### src/hw/rtl/tse_pkg.sv
// ----------------------------------------------------------------------------
// tse_pkg: shared types and constants for the TLS server-name extractor
// Parse phases, result status codes, ClientHello layout constants and the
// phase transition taken when a skipped field runs out.
// ----------------------------------------------------------------------------
package tse_pkg;

    localparam int POS_W = 17;
    localparam int LEN_W = 16;

    // ClientHello layout
    localparam logic [POS_W:0]   PRE_SESSION_BYTES   = 18'd43;
    localparam logic [LEN_W-1:0] SESSION_LEN_BYTES   = 16'd1;
    localparam logic [LEN_W-1:0] SUITES_LEN_BYTES    = 16'd2;
    localparam logic [LEN_W-1:0] COMP_LEN_BYTES      = 16'd1;
    localparam logic [LEN_W-1:0] EXT_TOTAL_LEN_BYTES = 16'd2;
    localparam logic [LEN_W-1:0] EXT_HDR_FIELD_BYTES = 16'd2;
    localparam logic [LEN_W-1:0] NAME_LEN_BYTES      = 16'd2;
    localparam logic [LEN_W-1:0] SNI_SKIP_BYTES      = 16'd3;
    localparam logic [LEN_W-1:0] SNI_EXT_TYPE        = 16'd0;

    // Header positions of the record length
    localparam logic [POS_W-1:0] REC_LEN_HI_POS = 17'd3;
    localparam logic [POS_W-1:0] REC_LEN_LO_POS = 17'd4;

    typedef enum logic [1:0] {
        STATUS_NAME  = 2'd0,
        STATUS_NONE  = 2'd1,
        STATUS_EMPTY = 2'd2
    } status_t;

    typedef enum logic [3:0] {
        PH_IDLE       = 4'd0,
        PH_PREFIX     = 4'd1,
        PH_SESS_LEN   = 4'd2,
        PH_SESS_SKIP  = 4'd3,
        PH_SUITE_LEN  = 4'd4,
        PH_SUITE_SKIP = 4'd5,
        PH_COMP_LEN   = 4'd6,
        PH_COMP_SKIP  = 4'd7,
        PH_EXT_TOTAL  = 4'd8,
        PH_EXT_TYPE   = 4'd9,
        PH_EXT_LEN    = 4'd10,
        PH_EXT_SKIP   = 4'd11,
        PH_SNI_SKIP   = 4'd12,
        PH_NAME_LEN   = 4'd13,
        PH_NAME       = 4'd14,
        PH_DONE       = 4'd15
    } phase_t;

    typedef struct packed {
        phase_t           phase;
        logic [LEN_W-1:0] left;
        logic             clr_acc;
    } skip_res_t;

    // Where to go once a skipped field has been consumed
    function automatic skip_res_t skip_done(input phase_t phase);
        skip_res_t r;
        r.clr_acc = 1'b1;
        case (phase) inside
            PH_SESS_SKIP:
            begin
                r.phase = PH_SUITE_LEN;
                r.left  = SUITES_LEN_BYTES;
            end
            PH_SUITE_SKIP:
            begin
                r.phase = PH_COMP_LEN;
                r.left  = COMP_LEN_BYTES;
            end
            PH_COMP_SKIP:
            begin
                r.phase   = PH_EXT_TOTAL;
                r.left    = EXT_TOTAL_LEN_BYTES;
                r.clr_acc = 1'b0;
            end
            PH_EXT_TOTAL, PH_EXT_SKIP:
            begin
                r.phase = PH_EXT_TYPE;
                r.left  = EXT_HDR_FIELD_BYTES;
            end
            default:
            begin
                r.phase = PH_NAME_LEN;
                r.left  = NAME_LEN_BYTES;
            end
        endcase
        return r;
    endfunction

endpackage

### src/hw/rtl/tls_sni_extractor_top.sv
// ----------------------------------------------------------------------------
// tls_sni_extractor_top: server-name extraction from a TLS ClientHello
// Walks the record byte by byte and emits the SNI host name bytes, or a
// single not-found or empty-name status per record.
// ----------------------------------------------------------------------------
// One record byte per beat, one beat per cycle sustained while no result is
// held by out_stall. Each byte is held in an input register, the parser
// state update and result decode are combinational, and any result goes to
// an output register. A beat carrying
// record_start restarts the parser on that byte. Each record yields either
// its name bytes (the last one flagged), or one status beat: no server name
// if the record ends first, empty name for a zero-length name. Bytes outside
// a record are absorbed with no result. in_stall rises only while a result
// is held by out_stall and the next byte waits in the input register.
// ----------------------------------------------------------------------------
module tls_sni_extractor_top
(
    input  logic       clk,
    input  logic       rst_n,

    input  logic       in_valid,
    output logic       in_stall,
    input  logic [7:0] data_byte,
    input  logic       record_start,

    output logic       out_valid,
    input  logic       out_stall,
    output logic [7:0] name_byte,
    output logic [1:0] status,
    output logic       last_of_name
);

    localparam int POS_W = tse_pkg::POS_W;
    localparam int LEN_W = tse_pkg::LEN_W;

    // input register
    logic       in_valid_reg;
    logic [7:0] byte_reg;
    logic       start_reg;

    // parser state
    tse_pkg::phase_t  phase_reg, phase_next;
    logic [POS_W-1:0] pos_reg, pos_next;
    logic [LEN_W-1:0] rec_len_reg, rec_len_next;
    logic [LEN_W-1:0] left_reg, left_next;
    logic [LEN_W-1:0] acc_reg, acc_next;
    logic [LEN_W-1:0] ext_reg, ext_next;

    // result register
    logic       out_valid_reg;
    logic [7:0] name_byte_reg, name_byte_next;
    logic [1:0] status_reg, status_next;
    logic       last_reg, last_next;

    logic             advance;
    logic             upd;
    tse_pkg::phase_t  eff_phase;
    logic [POS_W-1:0] eff_pos;
    logic [LEN_W-1:0] eff_rec_len;
    logic [LEN_W-1:0] eff_left;
    logic [LEN_W-1:0] eff_acc;
    logic [LEN_W-1:0] eff_ext;
    logic [LEN_W-1:0] rec_len_upd;
    logic [LEN_W-1:0] acc_shift;
    logic [POS_W:0]   pos_plus;
    logic             field_fin;
    logic             at_end;
    logic             emit_name;
    logic             emit_empty;
    logic             res_valid;
    logic             res_last;
    tse_pkg::skip_res_t sd;

    assign advance  = in_valid_reg && (!out_valid_reg || !out_stall);
    assign in_stall = in_valid_reg && !advance;

    always_ff @(posedge clk or negedge rst_n)
    begin
        if (!rst_n)
        begin
            in_valid_reg <= 1'b0;
        end
        else if (!in_stall)
        begin
            in_valid_reg <= in_valid;
        end
    end

    always_ff @(posedge clk)
    begin
        if (!in_stall)
        begin
            byte_reg  <= data_byte;
            start_reg <= record_start;
        end
    end

    // A start beat sees the state as just after reset, in the prefix phase
    always_comb
    begin
        if (start_reg)
        begin
            eff_phase   = tse_pkg::PH_PREFIX;
            eff_pos     = '0;
            eff_rec_len = '0;
            eff_left    = '0;
            eff_acc     = '0;
            eff_ext     = '0;
        end
        else
        begin
            eff_phase   = phase_reg;
            eff_pos     = pos_reg;
            eff_rec_len = rec_len_reg;
            eff_left    = left_reg;
            eff_acc     = acc_reg;
            eff_ext     = ext_reg;
        end
    end

    assign upd = advance && (start_reg || (phase_reg != tse_pkg::PH_IDLE
                                           && phase_reg != tse_pkg::PH_DONE));

    always_comb
    begin
        rec_len_upd = eff_rec_len;
        if (eff_phase == tse_pkg::PH_PREFIX)
        begin
            if (eff_pos == tse_pkg::REC_LEN_HI_POS)
            begin
                rec_len_upd = {byte_reg, 8'h00};
            end
            else if (eff_pos == tse_pkg::REC_LEN_LO_POS)
            begin
                rec_len_upd = eff_rec_len | {8'h00, byte_reg};
            end
        end
    end

    assign acc_shift = {eff_acc[7:0], byte_reg};
    assign pos_plus  = {1'b0, eff_pos} + {{POS_W{1'b0}}, 1'b1};
    assign field_fin = (eff_left <= {{(LEN_W-1){1'b0}}, 1'b1});
    assign at_end    = (eff_pos >= tse_pkg::REC_LEN_LO_POS)
                       && (eff_pos == tse_pkg::REC_LEN_LO_POS + {1'b0, rec_len_upd});

    assign emit_name  = (eff_phase == tse_pkg::PH_NAME);
    assign emit_empty = (eff_phase == tse_pkg::PH_NAME_LEN) && field_fin
                        && (acc_shift == '0);
    assign res_valid  = emit_name || emit_empty || at_end;
    assign res_last   = emit_name ? (field_fin || at_end) : 1'b1;

    // next state
    always_comb
    begin
        phase_next   = phase_reg;
        pos_next     = pos_reg;
        rec_len_next = rec_len_reg;
        left_next    = left_reg;
        acc_next     = acc_reg;
        ext_next     = ext_reg;
        sd           = tse_pkg::skip_done(eff_phase);
        if (upd)
        begin
            phase_next   = eff_phase;
            pos_next     = pos_plus[POS_W-1:0];
            rec_len_next = rec_len_upd;
            left_next    = eff_left;
            acc_next     = eff_acc;
            ext_next     = eff_ext;
            unique case (eff_phase) inside
                tse_pkg::PH_PREFIX:
                begin
                    if (pos_plus >= tse_pkg::PRE_SESSION_BYTES)
                    begin
                        phase_next = tse_pkg::PH_SESS_LEN;
                        left_next  = tse_pkg::SESSION_LEN_BYTES;
                        acc_next   = '0;
                    end
                end
                tse_pkg::PH_SESS_LEN, tse_pkg::PH_SUITE_LEN, tse_pkg::PH_COMP_LEN,
                tse_pkg::PH_EXT_TYPE, tse_pkg::PH_EXT_LEN, tse_pkg::PH_NAME_LEN:
                begin
                    acc_next = acc_shift;
                    if (!field_fin)
                    begin
                        left_next = eff_left - 1'b1;
                    end
                    else
                    begin
                        left_next = '0;
                        unique case (eff_phase) inside
                            tse_pkg::PH_SESS_LEN, tse_pkg::PH_SUITE_LEN,
                            tse_pkg::PH_COMP_LEN:
                            begin
                                // skip phase follows its length phase
                                if (eff_phase == tse_pkg::PH_SESS_LEN)
                                begin
                                    sd = tse_pkg::skip_done(tse_pkg::PH_SESS_SKIP);
                                    phase_next = tse_pkg::PH_SESS_SKIP;
                                end
                                else if (eff_phase == tse_pkg::PH_SUITE_LEN)
                                begin
                                    sd = tse_pkg::skip_done(tse_pkg::PH_SUITE_SKIP);
                                    phase_next = tse_pkg::PH_SUITE_SKIP;
                                end
                                else
                                begin
                                    sd = tse_pkg::skip_done(tse_pkg::PH_COMP_SKIP);
                                    phase_next = tse_pkg::PH_COMP_SKIP;
                                end
                                left_next = acc_shift;
                                if (acc_shift == '0)
                                begin
                                    phase_next = sd.phase;
                                    left_next  = sd.left;
                                    if (sd.clr_acc)
                                    begin
                                        acc_next = '0;
                                    end
                                end
                            end
                            tse_pkg::PH_EXT_TYPE:
                            begin
                                ext_next   = acc_shift;
                                phase_next = tse_pkg::PH_EXT_LEN;
                                left_next  = tse_pkg::EXT_HDR_FIELD_BYTES;
                                acc_next   = '0;
                            end
                            tse_pkg::PH_EXT_LEN:
                            begin
                                sd = tse_pkg::skip_done(tse_pkg::PH_EXT_SKIP);
                                if (eff_ext == tse_pkg::SNI_EXT_TYPE)
                                begin
                                    phase_next = tse_pkg::PH_SNI_SKIP;
                                    left_next  = tse_pkg::SNI_SKIP_BYTES;
                                end
                                else if (acc_shift == '0)
                                begin
                                    phase_next = sd.phase;
                                    left_next  = sd.left;
                                    acc_next   = '0;
                                end
                                else
                                begin
                                    phase_next = tse_pkg::PH_EXT_SKIP;
                                    left_next  = acc_shift;
                                end
                            end
                            default:
                            begin
                                // name length; an empty name is closed below
                                if (acc_shift != '0)
                                begin
                                    phase_next = tse_pkg::PH_NAME;
                                    left_next  = acc_shift;
                                end
                            end
                        endcase
                    end
                end
                tse_pkg::PH_NAME:
                begin
                    left_next = field_fin ? '0 : eff_left - 1'b1;
                end
                tse_pkg::PH_SESS_SKIP, tse_pkg::PH_SUITE_SKIP, tse_pkg::PH_COMP_SKIP,
                tse_pkg::PH_EXT_TOTAL, tse_pkg::PH_EXT_SKIP, tse_pkg::PH_SNI_SKIP:
                begin
                    if (field_fin)
                    begin
                        phase_next = sd.phase;
                        left_next  = sd.left;
                        if (sd.clr_acc)
                        begin
                            acc_next = '0;
                        end
                    end
                    else
                    begin
                        left_next = eff_left - 1'b1;
                    end
                end
                tse_pkg::PH_IDLE, tse_pkg::PH_DONE:
                begin
                    // not reached while updating
                end
            endcase
            if (res_valid && res_last)
            begin
                phase_next = tse_pkg::PH_DONE;
            end
        end
    end

    // result decode
    always_comb
    begin
        name_byte_next = 8'h00;
        last_next      = res_last;
        if (emit_name)
        begin
            name_byte_next = byte_reg;
            status_next    = tse_pkg::STATUS_NAME;
        end
        else if (emit_empty)
        begin
            status_next = tse_pkg::STATUS_EMPTY;
        end
        else
        begin
            status_next = tse_pkg::STATUS_NONE;
        end
    end

    always_ff @(posedge clk or negedge rst_n)
    begin
        if (!rst_n)
        begin
            phase_reg   <= tse_pkg::PH_IDLE;
            pos_reg     <= '0;
            rec_len_reg <= '0;
            left_reg    <= '0;
            acc_reg     <= '0;
            ext_reg     <= '0;
        end
        else
        begin
            phase_reg   <= phase_next;
            pos_reg     <= pos_next;
            rec_len_reg <= rec_len_next;
            left_reg    <= left_next;
            acc_reg     <= acc_next;
            ext_reg     <= ext_next;
        end
    end

    always_ff @(posedge clk or negedge rst_n)
    begin
        if (!rst_n)
        begin
            out_valid_reg <= 1'b0;
        end
        else if (advance)
        begin
            out_valid_reg <= upd && res_valid;
        end
        else if (!out_stall)
        begin
            out_valid_reg <= 1'b0;
        end
    end

    always_ff @(posedge clk)
    begin
        if (advance)
        begin
            name_byte_reg <= name_byte_next;
            status_reg    <= status_next;
            last_reg      <= last_next;
        end
    end

    assign out_valid    = out_valid_reg;
    assign name_byte    = name_byte_reg;
    assign status       = status_reg;
    assign last_of_name = last_reg;

    // closing beat of a record parks the parser
    a_done_after_last: assert property (@(posedge clk) disable iff (!rst_n)
        (upd && res_valid && res_last) |=> (phase_reg == tse_pkg::PH_DONE))
        else $error("parser not parked after closing beat");

    a_status_has_last: assert property (@(posedge clk) disable iff (!rst_n)
        (out_valid && status != tse_pkg::STATUS_NAME) |-> last_of_name)
        else $error("status beat without last flag");

    a_status_code: assert property (@(posedge clk) disable iff (!rst_n)
        out_valid |-> (status != 2'd3))
        else $error("undefined status code");

    a_stall_cause: assert property (@(posedge clk) disable iff (!rst_n)
        in_stall |-> (out_valid_reg && out_stall))
        else $error("input stalled with output free");

    a_idle_left: assert property (@(posedge clk) disable iff (!rst_n)
        (phase_reg != tse_pkg::PH_IDLE) |=> (phase_reg != tse_pkg::PH_IDLE))
        else $error("parser fell back to idle");

endmodule

### config.mk
export PLATFORM = sky130hd
export DESIGN_NAME = tls_sni_extractor_top
export DESIGN_NICKNAME = d
export VERILOG_FILES = /design/src/hw/rtl/tse_pkg.sv /design/src/hw/rtl/tls_sni_extractor_top.sv
export SDC_FILE = /design/constraint.sdc
export NUM_CORES = 1
export LEC_CHECK = 0
export BUFFER_PORTS_ARGS = -buffer_cell sky130_fd_sc_hd__buf_2
export CAP_MARGIN = 20
export CORE_ASPECT_RATIO = 1.1
export CORE_MARGIN = 2
export CORE_UTILIZATION = 57
export CTS_BUF_LIST = sky130_fd_sc_hd__clkbuf_4 sky130_fd_sc_hd__clkbuf_8 sky130_fd_sc_hd__clkbuf_16
export CTS_CLUSTER_SIZE = 20
export DETAILED_ROUTE_END_ITERATION = 16
export GPL_TIMING_DRIVEN = 0
export PLACE_DENSITY = 0.78
export SLEW_MARGIN = 20
export SYNTH_ARGS = -nofsm -noshare
export SYNTH_HDL_FRONTEND = slang
export SYNTH_SLANG_ARGS = --single-unit
export TNS_END_PERCENT = 50
### constraint.sdc
create_clock -name clk -period 4.38 [get_ports clk]
set_input_delay 0.876 -clock clk [delete_from_list [all_inputs] [get_ports clk]]
set_output_delay 0.876 -clock clk [all_outputs]
set_load 0.1 [all_outputs]
==> flow_metrics.env <==
export IMPL_instances_no_fill=962
export IMPL_cp_required_ns=4.62
export IMPL_fin_area_um2=7320
export IMPL_fin_setup_tns_ns=0
export IMPL_place_inst=945
export IMPL_ios=26
export IMPL_final_hold_violation_count=0
export IMPL_dieArea_um2=12400
export IMPL_synth_seq_cells=99
export IMPL_end_kind="register"
export IMPL_netlist_instances=769
export IMPL_synth_edff_count=20
export IMPL_relSlewSlack_pct=38.6
export IMPL_min_path_type="register to register"
export IMPL_cts_root_buf="clkbuf_16"
export IMPL_final_common_cell="nand2_1"
export IMPL_insertion_delay_ns=0.36
export IMPL_skew_ns=0.0141
export IMPL_place_area_um2=6910
export IMPL_synth_nets=786
export IMPL_power_density_nw_per_um2=459
export IMPL_rrSetupSlack_ns=0.11
export IMPL_gp_congestion=0.985
export IMPL_finalSetupViolations=0
export IMPL_maxCapViolCount=0
export IMPL_path_delay_family="buffers and inverters"
export IMPL_grt_max_degree=50
export IMPL_antenna_cells=0
export IMPL_critPathMostFrequentCell="clkbuf_1"
export IMPL_grt_overflow_total=0
export IMPL_fp_dieW_um=106
export IMPL_critPathKind="register to register"
export IMPL_fmax_mhz=234
export IMPL_path_max_fanout=10
export IMPL_postSynthAreaPerCell_um2=8.54
export IMPL_grt_pass1_vias=6303
export IMPL_start_util_pct=57.9
export IMPL_dieHeight_um=117
export IMPL_outcome="finished clean"
export IMPL_drt_wl_total_um=22100
export IMPL_drcViolationCount=0
export IMPL_slowest_stage="clkbuf_1"
export IMPL_async_flop_share_pct=79.8
export IMPL_slew_violations=0
export IMPL_yosysWarnings=0
export IMPL_dp_hpwl_um=15700
export IMPL_crit_buf_inv=7
export IMPL_ys_seq_area_share_pct=39.3
export IMPL_wire_per_inst_um=23.0
export IMPL_cts_made_buffers=9
export IMPL_crit_path_start_kind="register"
export IMPL_rows=41
export IMPL_p_leak_nw=2.97
export IMPL_largest_register_ffs=17
export IMPL_core_um2=11300
export IMPL_slowest_delay_ns=0.60
export IMPL_ys_flop_type="dfrtp_1"
export IMPL_cts_buffer_depth=2
export IMPL_cts_sinks=99
export IMPL_syn_area_um2=6560
export IMPL_htreeDepth=3
export IMPL_clk_pin_slew_ns=0.07
export IMPL_ys_types=77
export IMPL_finalCritPeriodShare_pct=97.5
export IMPL_whs_ns=0.500
export IMPL_worstPathArrival_ns=4.51
export IMPL_path_cells="clkbuf_4 -> clkbuf_1 -> clkbuf_2 -> clkbuf_1 -> clkbuf_1 -> buf_1 -> clkbuf_1 -> o22ai_1 -> o21ai_0 -> nand2_1"
export IMPL_io_buffers=25
export IMPL_drtAntennaViolNets=0
export IMPL_finalNetCount=824
export IMPL_routed_via_density=6.93
export IMPL_most_common_layout_cells="nand2_1, dfrtp_1, o21ai_0"
export IMPL_syn_to_final_growth_pct=11.6
export IMPL_grtUsageTotal_pct=36.5
export IMPL_antenna_found_initial=0
export IMPL_layout_min_cycle_time_ns=4.27
export IMPL_first_pass_iters=6
export IMPL_vias=6671
export IMPL_drive_gt1_share_pct=13.2
export IMPL_grt_pass1_wl_um=34500
export IMPL_drt_iter0_markers=775
export IMPL_cts_tree="yes"
export IMPL_ir_drop_v=0.000294
export IMPL_max_slew_worst_pin_slew_ns=0.915
where the power goes:
group,switching (mW),internal [mW]
clock network,0.371,0.463
logic,0.857,0.460
registers,0.149,1.06
total,1.38,1.98
worst paths after layout:
kind,from,to,cells past startpoint
setup / recovery,start_reg$_DFFE_PN_,left_reg[1]$_DFFE_PN0P_,10
hold / removal,rec_len_reg[3]$_DFFE_PN0P_,rec_len_reg[3]$_DFFE_PN0P_,2
setup reg to reg,start_reg$_DFFE_PN_,left_reg[1]$_DFFE_PN0P_,10
hold reg to reg,rec_len_reg[3]$_DFFE_PN0P_,rec_len_reg[3]$_DFFE_PN0P_,2
max in group asynchronous,rst_n,rec_len_reg[11]$_DFFE_PN0P_,2
min in group asynchronous,rst_n,pos_reg[13]$_DFFE_PN0P_,1
cell usage after synthesis (4+ instances only):
master | count | area share, %
nor3_2 | 4 | 0.61
nor2_1 | 57 | 3.3
o21ai_1 | 4 | 0.31
o31ai_1 | 7 | 0.80
buf_1 | 4 | 0.23
and2_1 | 13 | 1.2
nand2b_1 | 4 | 0.38
ha_1 | 4 | 0.76
a22oi_1 | 20 | 2.3
dfrtp_1 | 79 | 30
o211ai_1 | 7 | 0.80
nor4_1 | 21 | 2.0
nor2b_1 | 15 | 1.4
buf_2 | 18 | 1.4
xnor2_1 | 15 | 2.0
edfxtp_1 | 20 | 9.1
a32oi_1 | 6 | 0.80
a22o_1 | 31 | 4.1
or4_1 | 6 | 0.69
a21oi_1 | 38 | 2.9
mux2i_1 | 7 | 1.1
a31o_2 | 6 | 0.80
clkbuf_1 | 38 | 2.2
a31oi_1 | 12 | 1.1
a21o_1 | 4 | 0.46
nand3_1 | 22 | 1.7
o21ai_0 | 63 | 4.8
nand4_1 | 8 | 0.76
inv_1 | 12 | 0.69
xor2_1 | 9 | 1.2
a211oi_1 | 6 | 0.69
nand2_1 | 96 | 5.5
and3_1 | 11 | 1.0
nor3_1 | 28 | 2.1
metrics by stage:
step | worst slack (ns) | power, mW | utilization [%]
3_5_place_dp | -1.10 | 2.47 | 60.9
4_1_cts | 0.0394 | 3.30 | 64.1
6_report | 0.108 | 3.36 | 64.6
3_3_place_gp | -1.13 | 2.42 | 60.7
5_1_grt | -0.00978 | 3.52 | 64.6
2_1_floorplan | 0.0413 | 2.09 | -
kinds of logic (layout without fill, tap and decap cells):
kind of cell	count (synthesis)	count (layout)	synth area share, %
flip-flops	99	99	39.3
XOR/XNOR	24	24	3.20
AO/OA/AOI/OAI	245	245	25.6
AND/OR/NAND/NOR	313	313	25.0
buffers and inverters	77	120	5.15
adder cells (fa/ha/maj)	4	4	0.763
multiplexers	7	7	1.07
tightest hold or removal path, delay by kind of cell, from the launching register on:
family           cells  cell delay [ns]
and+or+nand+nor      2             0.12
DFF                  1             0.35
routing by layer:
layer | up-vias | track usage, % | share of wire (%)
met5 | - | 0 | 0
met4 | 0 | 22.6 | 6.1
met3 | 101 | 5.92 | 8.9
met2 | 438 | 58.9 | 47
met1 | 3158 | 46.3 | 38
li1 | 2974 | - | -
repair_timing:
item / CTS / global route
gates resized for setup: 11 / 13
buffers inserted: 1 / 1
setup endpoints to repair: 11 / 26
pin swaps: 1 / 1
hold buffers: 0 / 0
final cells by class:
| cell class | instances | area, µm² |
|---|---|---|
| buffer | 64 | 320 |
| clock buffer | 13 | 285 |
| clock inverter | 3 | 26.3 |
| fill | 979 | 4010 |
| inverter | 12 | 47.5 |
| multi-input combinational | 593 | 3720 |
| sequential | 99 | 2580 |
| tap | 150 | 188 |
| timing repair buffer | 28 | 163 |
No activity file was read; power rests on OpenSTA's default activity.
